## src/lrpw_pkg.sv

```systemverilog
// ----------------------------------------------------------------------------
// lrpw_pkg
// Types and constants shared by the line rasterizer pixel writer.
// ----------------------------------------------------------------------------
package lrpw_pkg;

    localparam int COORD_W   = 11;   // signed pixel coordinate
    localparam int DELTA_W   = 12;   // absolute endpoint difference
    localparam int ERR_W     = 14;   // signed Bresenham error term
    localparam int COLOR_W   = 8;
    localparam int OFFSET_W  = 15;   // halfword offset within a page
    localparam int LIN_W     = 21;   // full linear pixel index y*width+x

    localparam int S_TDATA_W = 56;   // 52 payload bits padded to bytes
    localparam int M_TDATA_W = 48;   // 47 payload bits padded to bytes

    localparam int PADDR_W   = 3;
    localparam int PDATA_W   = 32;

    // Register index taken from paddr[2].
    localparam logic REG_PAGE_SELECT = 1'b0;

    typedef enum logic [0:0] {
        CMD_START = 1'b0,
        CMD_STEP  = 1'b1
    } cmd_t;

    typedef logic signed [COORD_W-1:0] coord_t;
    typedef logic        [DELTA_W-1:0] delta_t;
    typedef logic signed [ERR_W-1:0]   err_t;
    typedef logic        [COLOR_W-1:0] color_t;

endpackage

```

## src/line_rasterizer_pixel_writer_unit.sv

```systemverilog
// ----------------------------------------------------------------------------
// line_rasterizer_pixel_writer_unit
// Bresenham line stepper producing frame buffer pixel writes.
// ----------------------------------------------------------------------------
// A start transfer (tuser = 0) loads both endpoints and the color and yields
// the first pixel; each step transfer (tuser = 1) yields the next pixel, and a
// step after the end point yields nothing. The unit takes one transfer per
// cycle and delivers one pixel per cycle unless m_tready stalls the output:
// the step logic sits between the input and a pipeline register, and the
// on-screen test and the y*width+x offset sit between that register and the
// output register, which drives the master side. Off-screen pixels are
// delivered with on_screen low and a zero offset.
module line_rasterizer_pixel_writer_unit
    import lrpw_pkg::*;
#(
    parameter int SCREEN_WIDTH  = 240,
    parameter int SCREEN_HEIGHT = 160
) (
    input  logic                 aclk,
    input  logic                 aresetn,

    input  logic                 s_tvalid,
    output logic                 s_tready,
    // start_x[10:0], start_y[21:11], end_x[32:22], end_y[43:33], color[51:44]
    input  logic [S_TDATA_W-1:0] s_tdata,
    // cmd[0]
    input  logic [0:0]           s_tuser,

    output logic                 m_tvalid,
    input  logic                 m_tready,
    // pixel_x[10:0], pixel_y[21:11], word_offset[36:22], page[37],
    // high_byte[38], pixel_color[46:39]
    output logic [M_TDATA_W-1:0] m_tdata,
    // on_screen[0]
    output logic [0:0]           m_tuser,
    output logic                 m_tlast,

    input  logic                 psel,
    input  logic                 penable,
    input  logic                 pwrite,
    input  logic [PADDR_W-1:0]   paddr,
    input  logic [PDATA_W-1:0]   pwdata,
    output logic [PDATA_W-1:0]   prdata,
    output logic                 pready
);

    // ---------------- configuration ----------------
    logic page_reg;

    assign pready = 1'b1;

    always_ff @(posedge aclk) begin
        if (!aresetn) begin
            page_reg <= 1'b0;
        end else if (psel && penable && pwrite && pready && paddr[2] == REG_PAGE_SELECT) begin
            page_reg <= pwdata[0];
        end
    end

    assign prdata = (paddr[2] == REG_PAGE_SELECT) ? {{(PDATA_W-1){1'b0}}, page_reg}
                                                  : '0;

    // ---------------- line state ----------------
    coord_t cur_x_reg, cur_y_reg, tgt_x_reg, tgt_y_reg;
    delta_t dx_reg, dy_reg;
    logic   neg_x_reg, neg_y_reg;
    err_t   err_reg;
    color_t color_reg;
    logic   active_reg;

    coord_t cur_x_next, cur_y_next, tgt_x_next, tgt_y_next;
    delta_t dx_next, dy_next;
    logic   neg_x_next, neg_y_next;
    err_t   err_next;
    color_t color_next;
    logic   active_next;
    logic   produce;
    logic   is_last;

    // Pipeline register between step logic and address logic.
    logic   p1_valid_reg;
    coord_t p1_x_reg, p1_y_reg;
    color_t p1_color_reg;
    logic   p1_last_reg;
    logic   p1_page_reg;

    // Output register.
    logic                out_valid_reg;
    logic [M_TDATA_W-1:0] out_data_reg;
    logic                out_on_reg;
    logic                out_last_reg;

    logic out_en, p1_en, accept;

    assign out_en   = !out_valid_reg || m_tready;
    assign p1_en    = !p1_valid_reg || out_en;
    assign s_tready = p1_en;
    assign accept   = s_tvalid && p1_en;

    // Input field unpacking.
    coord_t in_sx, in_sy, in_ex, in_ey;
    color_t in_color;
    cmd_t   in_cmd;

    assign in_sx    = s_tdata[10:0];
    assign in_sy    = s_tdata[21:11];
    assign in_ex    = s_tdata[32:22];
    assign in_ey    = s_tdata[43:33];
    assign in_color = s_tdata[51:44];
    assign in_cmd   = cmd_t'(s_tuser);

    logic signed [DELTA_W-1:0]   diff_x, diff_y;
    logic signed [ERR_W:0]       e2;
    logic signed [ERR_W:0]       neg_dy;
    logic                        move_x, move_y;

    always_comb begin
        cur_x_next  = cur_x_reg;
        cur_y_next  = cur_y_reg;
        tgt_x_next  = tgt_x_reg;
        tgt_y_next  = tgt_y_reg;
        dx_next     = dx_reg;
        dy_next     = dy_reg;
        neg_x_next  = neg_x_reg;
        neg_y_next  = neg_y_reg;
        err_next    = err_reg;
        color_next  = color_reg;
        produce     = 1'b0;

        diff_x = {in_ex[COORD_W-1], in_ex} - {in_sx[COORD_W-1], in_sx};
        diff_y = {in_ey[COORD_W-1], in_ey} - {in_sy[COORD_W-1], in_sy};
        e2     = {err_reg, 1'b0};
        neg_dy = -$signed({{(ERR_W+1-DELTA_W){1'b0}}, dy_reg});
        move_x = e2 > neg_dy;
        move_y = e2 < $signed({{(ERR_W+1-DELTA_W){1'b0}}, dx_reg});

        if (in_cmd == CMD_START) begin
            produce    = 1'b1;
            cur_x_next = in_sx;
            cur_y_next = in_sy;
            tgt_x_next = in_ex;
            tgt_y_next = in_ey;
            color_next = in_color;
            dx_next    = diff_x[DELTA_W-1] ? delta_t'(-diff_x) : delta_t'(diff_x);
            dy_next    = diff_y[DELTA_W-1] ? delta_t'(-diff_y) : delta_t'(diff_y);
            neg_x_next = diff_x[DELTA_W-1] || (diff_x == '0);
            neg_y_next = diff_y[DELTA_W-1] || (diff_y == '0);
            err_next   = $signed({{(ERR_W-DELTA_W){1'b0}}, dx_next})
                       - $signed({{(ERR_W-DELTA_W){1'b0}}, dy_next});
        end else if (active_reg) begin
            produce  = 1'b1;
            err_next = err_reg
                     - (move_x ? $signed({{(ERR_W-DELTA_W){1'b0}}, dy_reg}) : err_t'(0))
                     + (move_y ? $signed({{(ERR_W-DELTA_W){1'b0}}, dx_reg}) : err_t'(0));
            if (move_x) begin
                cur_x_next = cur_x_reg + (neg_x_reg ? coord_t'(-1) : coord_t'(1));
            end
            if (move_y) begin
                cur_y_next = cur_y_reg + (neg_y_reg ? coord_t'(-1) : coord_t'(1));
            end
        end

        is_last     = (cur_x_next == tgt_x_next) && (cur_y_next == tgt_y_next);
        active_next = produce ? !is_last : active_reg;
    end

    always_ff @(posedge aclk) begin
        if (!aresetn) begin
            cur_x_reg  <= '0;
            cur_y_reg  <= '0;
            tgt_x_reg  <= '0;
            tgt_y_reg  <= '0;
            dx_reg     <= '0;
            dy_reg     <= '0;
            neg_x_reg  <= 1'b0;
            neg_y_reg  <= 1'b0;
            err_reg    <= '0;
            color_reg  <= '0;
            active_reg <= 1'b0;
        end else if (accept) begin
            cur_x_reg  <= cur_x_next;
            cur_y_reg  <= cur_y_next;
            tgt_x_reg  <= tgt_x_next;
            tgt_y_reg  <= tgt_y_next;
            dx_reg     <= dx_next;
            dy_reg     <= dy_next;
            neg_x_reg  <= neg_x_next;
            neg_y_reg  <= neg_y_next;
            err_reg    <= err_next;
            color_reg  <= color_next;
            active_reg <= active_next;
        end
    end

    // ---------------- pipeline stage ----------------
    always_ff @(posedge aclk) begin
        if (!aresetn) begin
            p1_valid_reg <= 1'b0;
        end else if (p1_en) begin
            p1_valid_reg <= accept && produce;
        end
    end

    always_ff @(posedge aclk) begin
        if (p1_en) begin
            p1_x_reg     <= cur_x_next;
            p1_y_reg     <= cur_y_next;
            p1_color_reg <= color_next;
            p1_last_reg  <= is_last;
            p1_page_reg  <= page_reg;
        end
    end

    // ---------------- address stage ----------------
    logic              on_screen;
    logic [LIN_W-1:0]  lin_index;
    logic [OFFSET_W-1:0] word_offset;

    assign on_screen = !p1_x_reg[COORD_W-1] && !p1_y_reg[COORD_W-1]
                    && ({1'b0, p1_x_reg[COORD_W-2:0]} < COORD_W'(SCREEN_WIDTH))
                    && ({1'b0, p1_y_reg[COORD_W-2:0]} < COORD_W'(SCREEN_HEIGHT));

    // Constant-coefficient multiply; the screen limits keep both coordinates
    // in their low ten bits whenever the pixel is on screen.
    assign lin_index = LIN_W'(p1_y_reg[COORD_W-2:0]) * LIN_W'(SCREEN_WIDTH)
                     + LIN_W'(p1_x_reg[COORD_W-2:0]);
    assign word_offset = on_screen ? lin_index[OFFSET_W:1] : '0;

    always_ff @(posedge aclk) begin
        if (!aresetn) begin
            out_valid_reg <= 1'b0;
        end else if (out_en) begin
            out_valid_reg <= p1_valid_reg;
        end
    end

    always_ff @(posedge aclk) begin
        if (out_en) begin
            out_data_reg <= {1'b0, p1_color_reg, p1_x_reg[0], p1_page_reg,
                             word_offset, p1_y_reg, p1_x_reg};
            out_on_reg   <= on_screen;
            out_last_reg <= p1_last_reg;
        end
    end

    assign m_tvalid = out_valid_reg;
    assign m_tdata  = out_data_reg;
    assign m_tuser  = out_on_reg;
    assign m_tlast  = out_last_reg;

    // ---------------- assertions ----------------
    a_idle_step_silent: assert property (@(posedge aclk) disable iff (!aresetn)
        (accept && in_cmd == CMD_STEP && !active_reg) |=> !p1_valid_reg)
        else $error("step without an active line produced a pixel");

    a_start_produces: assert property (@(posedge aclk) disable iff (!aresetn)
        (accept && in_cmd == CMD_START) |=> p1_valid_reg)
        else $error("start transfer produced no pixel");

    a_last_ends_line: assert property (@(posedge aclk) disable iff (!aresetn)
        (accept && produce) |=> (active_reg == !p1_last_reg))
        else $error("line activity disagrees with the end-point flag");

    a_offscreen_zero: assert property (@(posedge aclk) disable iff (!aresetn)
        (out_valid_reg && !out_on_reg) |-> (out_data_reg[36:22] == '0))
        else $error("off-screen pixel carries a nonzero offset");

endmodule
```

## config.mk

```make
export PLATFORM = sky130hd
export DESIGN_NAME = line_rasterizer_pixel_writer_unit
export DESIGN_NICKNAME = d
export VERILOG_FILES = /design/src/lrpw_pkg.sv /design/src/line_rasterizer_pixel_writer_unit.sv
export SDC_FILE = /design/constraint.sdc
export NUM_CORES = 1
export LEC_CHECK = 0
export BUFFER_PORTS_ARGS = -buffer_cell sky130_fd_sc_hd__buf_2
export CORE_ASPECT_RATIO = 1.25
export CORE_MARGIN = 2
export CORE_UTILIZATION = 40
export DETAILED_ROUTE_END_ITERATION = 8
export MAX_ROUTING_LAYER = met4
export PLACE_DENSITY = 0.55
export SYNTH_ARGS = -nofsm -noshare
export SYNTH_HDL_FRONTEND = slang
export SYNTH_SLANG_ARGS = --single-unit
```

## constraint.sdc

```tcl
create_clock -name aclk -period 10.28 [get_ports aclk]
set_input_delay 1.028 -clock aclk [delete_from_list [all_inputs] [get_ports aclk]]
set_output_delay 1.028 -clock aclk [all_outputs]
set_load 0.005 [all_outputs]
```

# Word-level counts from Yosys, hierarchy flattened
# Cells that the tools add are included.
dict set report classes {
  n_bitwise 2
  addsub 11
  n_reduce_logical 23
  n_eq_ne 3
  magnitude_cmp 4
  muxes 20
  n_mul 1
}
# op count
set ops {}
lappend ops {{$mux 11} 10}
lappend ops {{$mux 12} 4}
lappend ops {{$mux 14} 2}
lappend ops {{$logic_not 12->1} 2}
lappend ops {{$neg 12->12} 2}
lappend ops {{$sub 11x11->12} 2}
lappend ops {{$add 11x11->11} 2}
lappend ops {{$eq 11x11->1} 2}
lappend ops {{$lt 10x8->1 const B} 2}
lappend ops {{$add 16x10->16} 1}
lappend ops {{$gt 15x15->1} 1}
lappend ops {{$lt 15x13->1} 1}
lappend ops {{$neg 12->15} 1}
lappend ops {{$add 14x13->14} 1}
lappend ops {{$sub 14x13->14} 1}
lappend ops {{$sub 12x12->13} 1}
lappend ops {{$mul 10x5->12 const B} 1}
lappend ops {{$logic_and 1x1->1} 9}
lappend ops {{$mux 8} 1}
lappend ops {{$reduce_and 2->1} 3}
lappend ops {{$logic_not 1->1} 5}
lappend ops {{$logic_or 1x1->1} 4}
lappend ops {{$mux 1} 3}
lappend ops {{$ne 2x1->1 const B} 1}
lappend ops {{$not 1->1} 2}
dict set report word_totals {
  wordCells 87
  out_inout_bits 85
  regBits 177
}

# Logic depth before layout (Yosys ltp)
# Gate-level depths: netlist (run 1).
dict set report logic_depth {
  depth_word 8
  depth_mapped 28
  ltp_nobuf 27
}

# Worst setup path after synthesis (run 1)
# OpenSTA, ideal clock, no wires.
dict set report synth_path {
  kind {input to register}
  start {input s_tdata[1]}
  end {register err_reg[13]}
  path_slack_ns 4.767
  cell_stages 22
  path_buffers 1
  arrival_time_ns 5.428
  setup_time_ns 0.086
  cell_sequence {inv_1 -> ha_1 -> nor2b_1 -> o21ai_0 -> a21boi_0 -> o21ai_0 -> a211oi_1 -> o21ai_0 -> a31oi_1 -> clkbuf_1 -> mux2_2 -> fa_1 -> a21o_1 -> a21oi_1 -> o21ai_0 -> a21oi_1 -> o21bai_1 -> a21oi_1 -> o21ai_0 -> a2111oi_0 -> a211oi_1 -> a211oi_1}
}
dict set report synth_via {
  elab_chain_len 5
}
# item line_no
set synth_rtl {}
lappend synth_rtl {{start: declaration} line_rasterizer_pixel_writer_unit.sv:25} ;# input logic [S_TDATA_W-1:0] s_tdata,
lappend synth_rtl {{$sub 11x11->12 (*)} line_rasterizer_pixel_writer_unit.sv:130} ;# diff_x = {in_ex[COORD_W-1], in_ex} - {in_sx[COORD_W-1], in_sx};
lappend synth_rtl {{$neg 12->12} line_rasterizer_pixel_writer_unit.sv:144} ;# dx_next = diff_x[DELTA_W-1] ? delta_t'(-diff_x) : delta_t'(diff_x);
lappend synth_rtl {{$mux 12 (*)} line_rasterizer_pixel_writer_unit.sv:144}
lappend synth_rtl {{$sub 12x12->13 (*)} line_rasterizer_pixel_writer_unit.sv:149} ;# - $signed({{(ERR_W-DELTA_W){1'b0}}, dy_next});
lappend synth_rtl {{$mux 14 (*)} line_rasterizer_pixel_writer_unit.sv:137} ;# if (in_cmd == CMD_START) begin
lappend synth_rtl {{end signal: assignment} line_rasterizer_pixel_writer_unit.sv:189} ;# err_reg <= err_next;
lappend synth_rtl {{end: declaration} line_rasterizer_pixel_writer_unit.sv:67} ;# err_t err_reg;
# Every way passes the cells marked *; elsewhere a longest branch is shown, timed or not.
# A chain may end at the register's enable or synchronous reset.

# Final worst setup path (run 1)
dict set report layout_path {
  start {register dy_reg[2]}
  end {register err_reg[13]}
}
dict set report layout_via {
  elab_chain_len 7
}
# item line_no
set layout_rtl {}
lappend layout_rtl {{start: declaration} line_rasterizer_pixel_writer_unit.sv:65} ;# delta_t dx_reg, dy_reg;
lappend layout_rtl {{start signal: assignment} line_rasterizer_pixel_writer_unit.sv:186} ;# dy_reg <= dy_next;
lappend layout_rtl {{$neg 12->15} line_rasterizer_pixel_writer_unit.sv:133} ;# neg_dy = -$signed({{(ERR_W+1-DELTA_W){1'b0}}, dy_reg});
lappend layout_rtl {{$gt 15x15->1} line_rasterizer_pixel_writer_unit.sv:134} ;# move_x = e2 > neg_dy;
lappend layout_rtl {{$mux 12 (*)} line_rasterizer_pixel_writer_unit.sv:153} ;# - (move_x ? $signed({{(ERR_W-DELTA_W){1'b0}}, dy_reg}) : err_t'(0))
lappend layout_rtl {{$sub 14x13->14 (*)} line_rasterizer_pixel_writer_unit.sv:153}
lappend layout_rtl {{$add 14x13->14 (*)} line_rasterizer_pixel_writer_unit.sv:154} ;# + (move_y ? $signed({{(ERR_W-DELTA_W){1'b0}}, dx_reg}) : err_t'(0));
lappend layout_rtl {{$mux 14 (*)} line_rasterizer_pixel_writer_unit.sv:150} ;# end else if (active_reg) begin
lappend layout_rtl {{$mux 14 (*)} line_rasterizer_pixel_writer_unit.sv:137}
# Every way passes the cells marked *; elsewhere a longest branch is shown, timed or not. The select of a mux whose other input is x is not followed.

==> reports/metrics.yaml, run 1 <==
core.rowCount: 75
final_util: 0.448
async_reset_ff_frac: 0
min_period_ps: 6470
cts.reportedPaths.clkPinSlew_ps: 80
antenna_found_initial: 0
ir_drop_mv: 0.116
fin_crit_sh: 0.630
synth_area_leaders: "edfxtp_1 18%, dfxtp_1 14%, ha_1 12%, a21oi_1 5.0%, xnor2_1 5.0%"
seq_power_share: 0.285
largest_reg_flops: 46
vias_per_cell: 5.30
rsz0062_at_grt: "false"
hold_ws_ps: 416
clkPwrFrac: 0.211
yosys_warnings: 0
portBuffers: 113
cp-start-kind: "flop"
grt-ovfl-total: 0
most-common-layout-cells: "167 x nand2_1, 159 x inv_1, 137 x a21oi_1"
total_power_uw: 3040
grt_pass1_wl_um: 56600
yosysSeqAreaShare: 0.317
layout_commonest_cell: "nand2_1"
drt_first_pass_iters: 5
die_h_um: 210
wl_per_cell_um: 17.3
hold_viol: 0
synth_cell_type_count: 76
htree_num_levels: 4
clk_latency_ps: 450
setup_violations: 0
clock_path_buffers: 2
clock-sinks: 176
switchingPower_uw: 1250
netlist_area_sq_um: 13600
wl_um: 36300
hold_path.class: "reg -> reg"
ant_nets: 0
required_ps: 10570
initial_core_util: 0.405
maxCapViolCount: 0
die_w_um: 169
antenna_cells: 0
drc_errors: 0
numCtsBuffers: 17
syn_avg_cell_area_sq_um: 8.69
syn_inst: 1568
holdBufCountCts: 0
powerDensity_nw_per_um2: 202
skew_ps: 12.6
worst_pin_slew_ps: 1070
internal_power_uw: 1790
grt_pass1_vias: 10614
cts_resized: 0
p_leak_uw: 0.00677
rrSetupSlack_ps: 3810
gp_congestion: 0.906
post-synth-top-area-cell: "edfxtp_1"
syn2layout_area_growth_pct: 10.5
crit_arrival_ps: 6760
cts_post_setup_buffers_inserted: 0
pin_count: 184
track_usage: 0.211
pwr-share-comb: 0.504
via_count: 11081
finalMaxSlewViolations: 0
synth-seq-cells: 176
coreArea_sq_um: 33600
grt_max_degree: 84
finalSetupTns_ps: 0
synthFlopType: "dfxtp_1"
fin_ws_ps: 3810
max-slew-margin-rel: 0.285
clock.fmax_mhz: 155
crit_type: "reg -> reg"
drt_iter0_drc: 716
crit_path_end_kind: "flop"
cp_max_fo: 12
outcome: "complete, no violations"
hpwl_um: 28400
yosys.area.top_type_share: 0.176
cts_tree: "done"
place_ws_ps: 3470
drive_above_1_share: 0.115
root_buffer: "clkbuf_16"
synth_edf_count: 80
die_area_sq_um: 35600
fin_nets: 1914
power.share.switching: 0.412
[cells in the mapped netlist, drive strengths merged (7+ instances only)]
cell	n
o21ai	57
nor3b	7
o211a	9
dfxtp	96
xor2	43
and2	23
nand4	9
fa	33
buf	45
nor2	126
nand2b	8
o211ai	16
and3	8
nor4	9
a211oi	30
inv	161
a21oi	137
edfxtp	80
ha	127
a21o	17
nor3	39
a31oi	14
a2111oi	8
o21bai	10
mux2i	22
xnor2	77
nor2b	17
clkbuf	41
nand2	168
nand3	29
mux2	15
[metal layers]
layer / GRT usage / share of wire / vias to the layer above
li1: - / - / 5560
met1: 0.241 / 0.42 / 5254
met2: 0.379 / 0.51 / 212
met3: 0.0207 / 0.027 / 55
met4: 0.0864 / 0.036 / 0
met5: - / 0 / -
[kinds of logic (layout without fill, tap and decap cells)]
group | count (synthesis) | in the layout | share of synthesized area
simple gates | 472 | 472 | 0.162
compound gates | 351 | 351 | 0.167
buf+inv | 248 | 317 | 0.0781
flops | 176 | 176 | 0.317
fa+ha+maj | 160 | 160 | 0.165
xor+xnor | 122 | 122 | 0.0806
mux | 37 | 37 | 0.0286
other cells | 2 | 33 | 0.000551
[power groups by stage]
stage	sequential, uW	combinational [uW]	clock, uW
after floorplan	861	1210	0
after global placement	879	1500	0
after detailed placement	881	1530	0
after CTS	865	1540	655
after global routing	872	1740	684
final	865	1530	641
[final cells by class]
type,instances,area (sq um)
Timing Repair Buffer,123,643
Multi-Input combinational cell,1175,8370
Sequential cell,176,4320
Clock buffer,17,425
Inverter,162,608
Fill cell,3314,18500
Clock inverter,15,155
Tap cell,423,529
[through the flow]
step	cell area, sq um	cells
2_1_floorplan	13700	1599
3_3_place_gp	14500	2059
3_5_place_dp	14500	2059
4_1_cts	15100	2091
5_1_grt	15100	2091
6_report	15100	2091
[worst max-delay path, cell delays in order, from the launching register on]
cell and delay (ps):
dfxtp_1 380, or4_1 600, nor3_1 210, nand2_1 170, o41ai_1 290, o21ai_0 180
ha_1 320, nand2_1 70, nor3_1 60, o31a_1 190, o31ai_2 790, and2_1 250
fa_1 480, inv_1 90, ha_1 220, a21o_1 180, a21oi_1 220, o21ai_0 130
a21o_1 210, a21oi_1 320, o211ai_1 210, a41oi_1 320, xor2_1 100, a211oi_1 240
a211oi_1 80
[path summary, 6_finish.rpt]
path	from	endpoint	cells past startpoint
worst max-delay path	dy_reg[2]	err_reg[13]	24
worst min register to register	p1_x_reg[0]	m_tdata[38]	0
worst min-delay path	p1_x_reg[0]	m_tdata[38]	0
worst max register to register	dy_reg[2]	err_reg[13]	24
Power figures use the tool's default switching activity.
==> inputs of run 2 (changes only) <==
Settings changed: ABC_AREA from default to 1.
Clock period 10.28 ns to 6.1 ns, I/O delays scaled along.
==> run 2 against run 1 <==
Maximum frequency grew 19%. Wire length grew 2.0%. Flip-flop and latch count is the same. Final cell count grew 13%. Die area grew 1.4%. Critical path depth grew 9. Critical endpoint unchanged.
==> reports/metrics.yaml, run 2 <==
outcome: "complete, no violations"
hold_path.class: "reg -> reg"
synth_area_leaders: "edfxtp_1 17%, dfxtp_1 14%, ha_1 11%, nand2_1 8.7%, inv_1 8.7%"
clock_path_buffers: 2  # unchanged
finalMaxSlewViolations: 0  # unchanged
worst_pin_slew_ps: 1120  # +45.4 ps
die_w_um: 170  # +0.71%
yosys_warnings: 0  # unchanged
setup_violations: 0  # unchanged
syn_avg_cell_area_sq_um: 7.59  # -13%
initial_core_util: 0.404  # -0.00175
skew_ps: 14.9  # +2.27 ps
largest_reg_flops: 46  # unchanged
crit_path_end_kind: "flop"
coreArea_sq_um: 34200  # +1.9%
crit_arrival_ps: 5810  # -950 ps
seq_power_share: 0.282  # -0.003
cts_tree: "done"
syn2layout_area_growth_pct: 10.3
synthFlopType: "dfxtp_1"
fin_crit_sh: 0.891  # +0.261
cp_max_fo: 6  # -6
antenna_found_initial: 0  # unchanged
final_cell_area_sq_um: 15200  # +1.3%
netlist_area_sq_um: 13800  # +1.5%
min_period_ps: 5430  # -1040 ps
cts_post_setup_buffers_inserted: 0  # unchanged
ant_nets: 0  # unchanged
yosysMostFrequentCell: "nand2_1"
final_util: 0.445  # -0.00258
finalSetupTns_ps: 0  # unchanged
cpLargestDelayFamily: "simple AND/OR/NAND/NOR gates"
yosys.area.top_type_share: 0.174  # -0.00254
crit_type: "reg -> reg"
p_leak_uw: 0.00777  # +15%
drt_iter0_drc: 572  # -20%
numCtsBuffers: 17  # unchanged
highest-signal-layer: "met4"
wl_um: 37000  # +2.0%
clk_latency_ps: 460  # about the same
holdBufCountCts: 0  # unchanged
core.rowCount: 76  # +1.3%
portBuffers: 113  # unchanged
crit_buf_inv: 3  # +2
syn_inst: 1820  # +16%
internal_power_uw: 2900  # +62%
synth_commonest_cells: "321 x nand2_1, 319 x inv_1, 182 x a21oi_1, 149 x o21ai_0, 127 x ha_1"
die_h_um: 212  # +0.71%
multi_input_area_sq_um: 7960  # -4.9%
regArea_sq_um: 4320  # unchanged
grt-ovfl-total: 0  # unchanged
cp-start-kind: "flop"
switchingPower_uw: 2210  # +77%
dpl_cell_area_sq_um: 14700  # +1.4%
power.share.switching: 0.433  # +0.0217
max-slew-margin-rel: 0.252  # -0.0329
hold_viol: 0  # unchanged
yosysSeqAreaShare: 0.313  # -0.00457
root_buffer: "clkbuf_16"
route.met2.wl_um: 17900  # -4.0%
synth_edf_count: 80  # unchanged
wl_met3_um: 1370  # +37%
drt-met1-wl_um: 16800  # +9.8%
cts.reportedPaths.clkPinSlew_ps: 80  # about the same
ir_drop_mv: 0.130  # +12%
grt_pass1_wl_um: 58100  # +2.6%
grt_pass1_vias: 11241  # +5.9%
htree_num_levels: 4  # unchanged
hpwl_um: 28700  # +0.76%
clock.fmax_mhz: 184  # +19%
wl_per_cell_um: 15.7  # -9.4%
rsz0062_at_grt: "false"
grt_max_degree: 78  # -7.1%
antenna_cells: 0  # unchanged
most-common-layout-cells: "320 x nand2_1, 318 x inv_1, 182 x a21oi_1"
synth-seq-cells: 176  # unchanged
cp_common_cell: "nor2_1"
pin_count: 184  # unchanged
die_area_sq_um: 36100  # +1.4%
gp_congestion: 0.909  # +0.35%
powerDensity_nw_per_um2: 335  # +66%
async_reset_ff_frac: 0  # unchanged
synth_cell_type_count: 46  # -39%
vias_per_cell: 5.03  # -5.2%
fillers: 3480  # +5.0%
required_ps: 6480  # -4090 ps
via_count: 11831  # +6.8%
drt_first_pass_iters: 5  # unchanged
post-synth-top-area-cell: "edfxtp_1"
track_usage: 0.214  # +0.00292
layout_commonest_cell: "nand2_1"
fin_nets: 2171  # +13%
maxCapViolCount: 0  # unchanged
drc_errors: 0  # unchanged
slowest_stage: "fa_1"
clock-sinks: 176  # unchanged
pwr-share-comb: 0.505  # about the same
slowest_delay_ps: 510  # -280 ps
clkPwrFrac: 0.212  # about the same
cts_resized: 0  # unchanged
drive_above_1_share: 0.112  # -0.00230
run 2: changes by cell type after synthesis, moves of 21 or more:
cell / previous run / this run
inv_1: 161 / 319
nand2_1: 168 / 321
o21ai_0: 56 / 149
nand3_1: 29 / 96
xnor2_1: 77 / 21
a21oi_1: 137 / 182
nor2_1: 126 / 88
a211oi_1: 29 / 4
nor3_1: 39 / 16
mux2i_1: 22 / 0
and2_1: 23 / 2
run 2: through the flow:
stage,std cells,hold WS [ps],power (uW),setup slack (ps)
detailed placement,2322,406,4050,370
floorplan,1851,400,3450,1050
global route,2354,427,5580,53.7
finish,2354,423,5110,666
global placement,2322,400,4010,468
CTS,2354,415,5160,322
run 2: power groups by stage:
stage	Clock (uW)	Sequential, uW	Combinational, uW
2_1_floorplan	0	1440	2010
3_3_place_gp	0	1470	2540
3_5_place_dp	0	1470	2580
4_1_cts	1110	1440	2600
5_1_grt	1160	1460	2960
6_report	1080	1440	2580
run 2: final cells by class:
class                   count  area share
inverters                 323      0.0795
clock buffers              19      0.0290
clock inverters            13     0.00788
well taps                 429      0.0352
flip-flops and latches    176       0.284
repair buffers            125      0.0430
multi-input cells        1269       0.522
run 2: worst register-to-register path: cells and delay by family, from the launching register on:
kind            cells  cell delay, ps
compound gates      6            1060
simple gates       20            2350
flops               1             350
fa+ha+maj           4            1280
buf+inv             3             330
run 2: worst paths after layout:
| kind | end | slack [ps] | cells past startpoint | from |
|---|---|---|---|---|
| max | err_reg[13] | 670 | 33 | dy_reg[0] |
| min | m_tdata[42] | 420 | 0 | p1_color_reg[3] |
| max reg2reg | err_reg[13] | 670 | 33 | dy_reg[0] |
| min reg2reg | m_tdata[42] | 420 | 0 | p1_color_reg[3] |
run 2: cells by family after synthesis:
logic type | after synthesis | share of synthesized area
adder cells (fa/ha/maj) | 160 | 0.163
other | 2 | 0.000543
AO/OA/AOI/OAI | 397 | 0.155
buffers and inverters | 406 | 0.121
flip-flops | 176 | 0.313
AND/OR/NAND/NOR | 601 | 0.198
XOR/XNOR | 78 | 0.0494
run 2: routing by layer:
layer | GRT usage | up-vias
met5 | - | -
met4 | 0.0740 | 0
met1 | 0.264 | 5414
met2 | 0.364 | 270
met3 | 0.0237 | 57
li1 | - | 6090
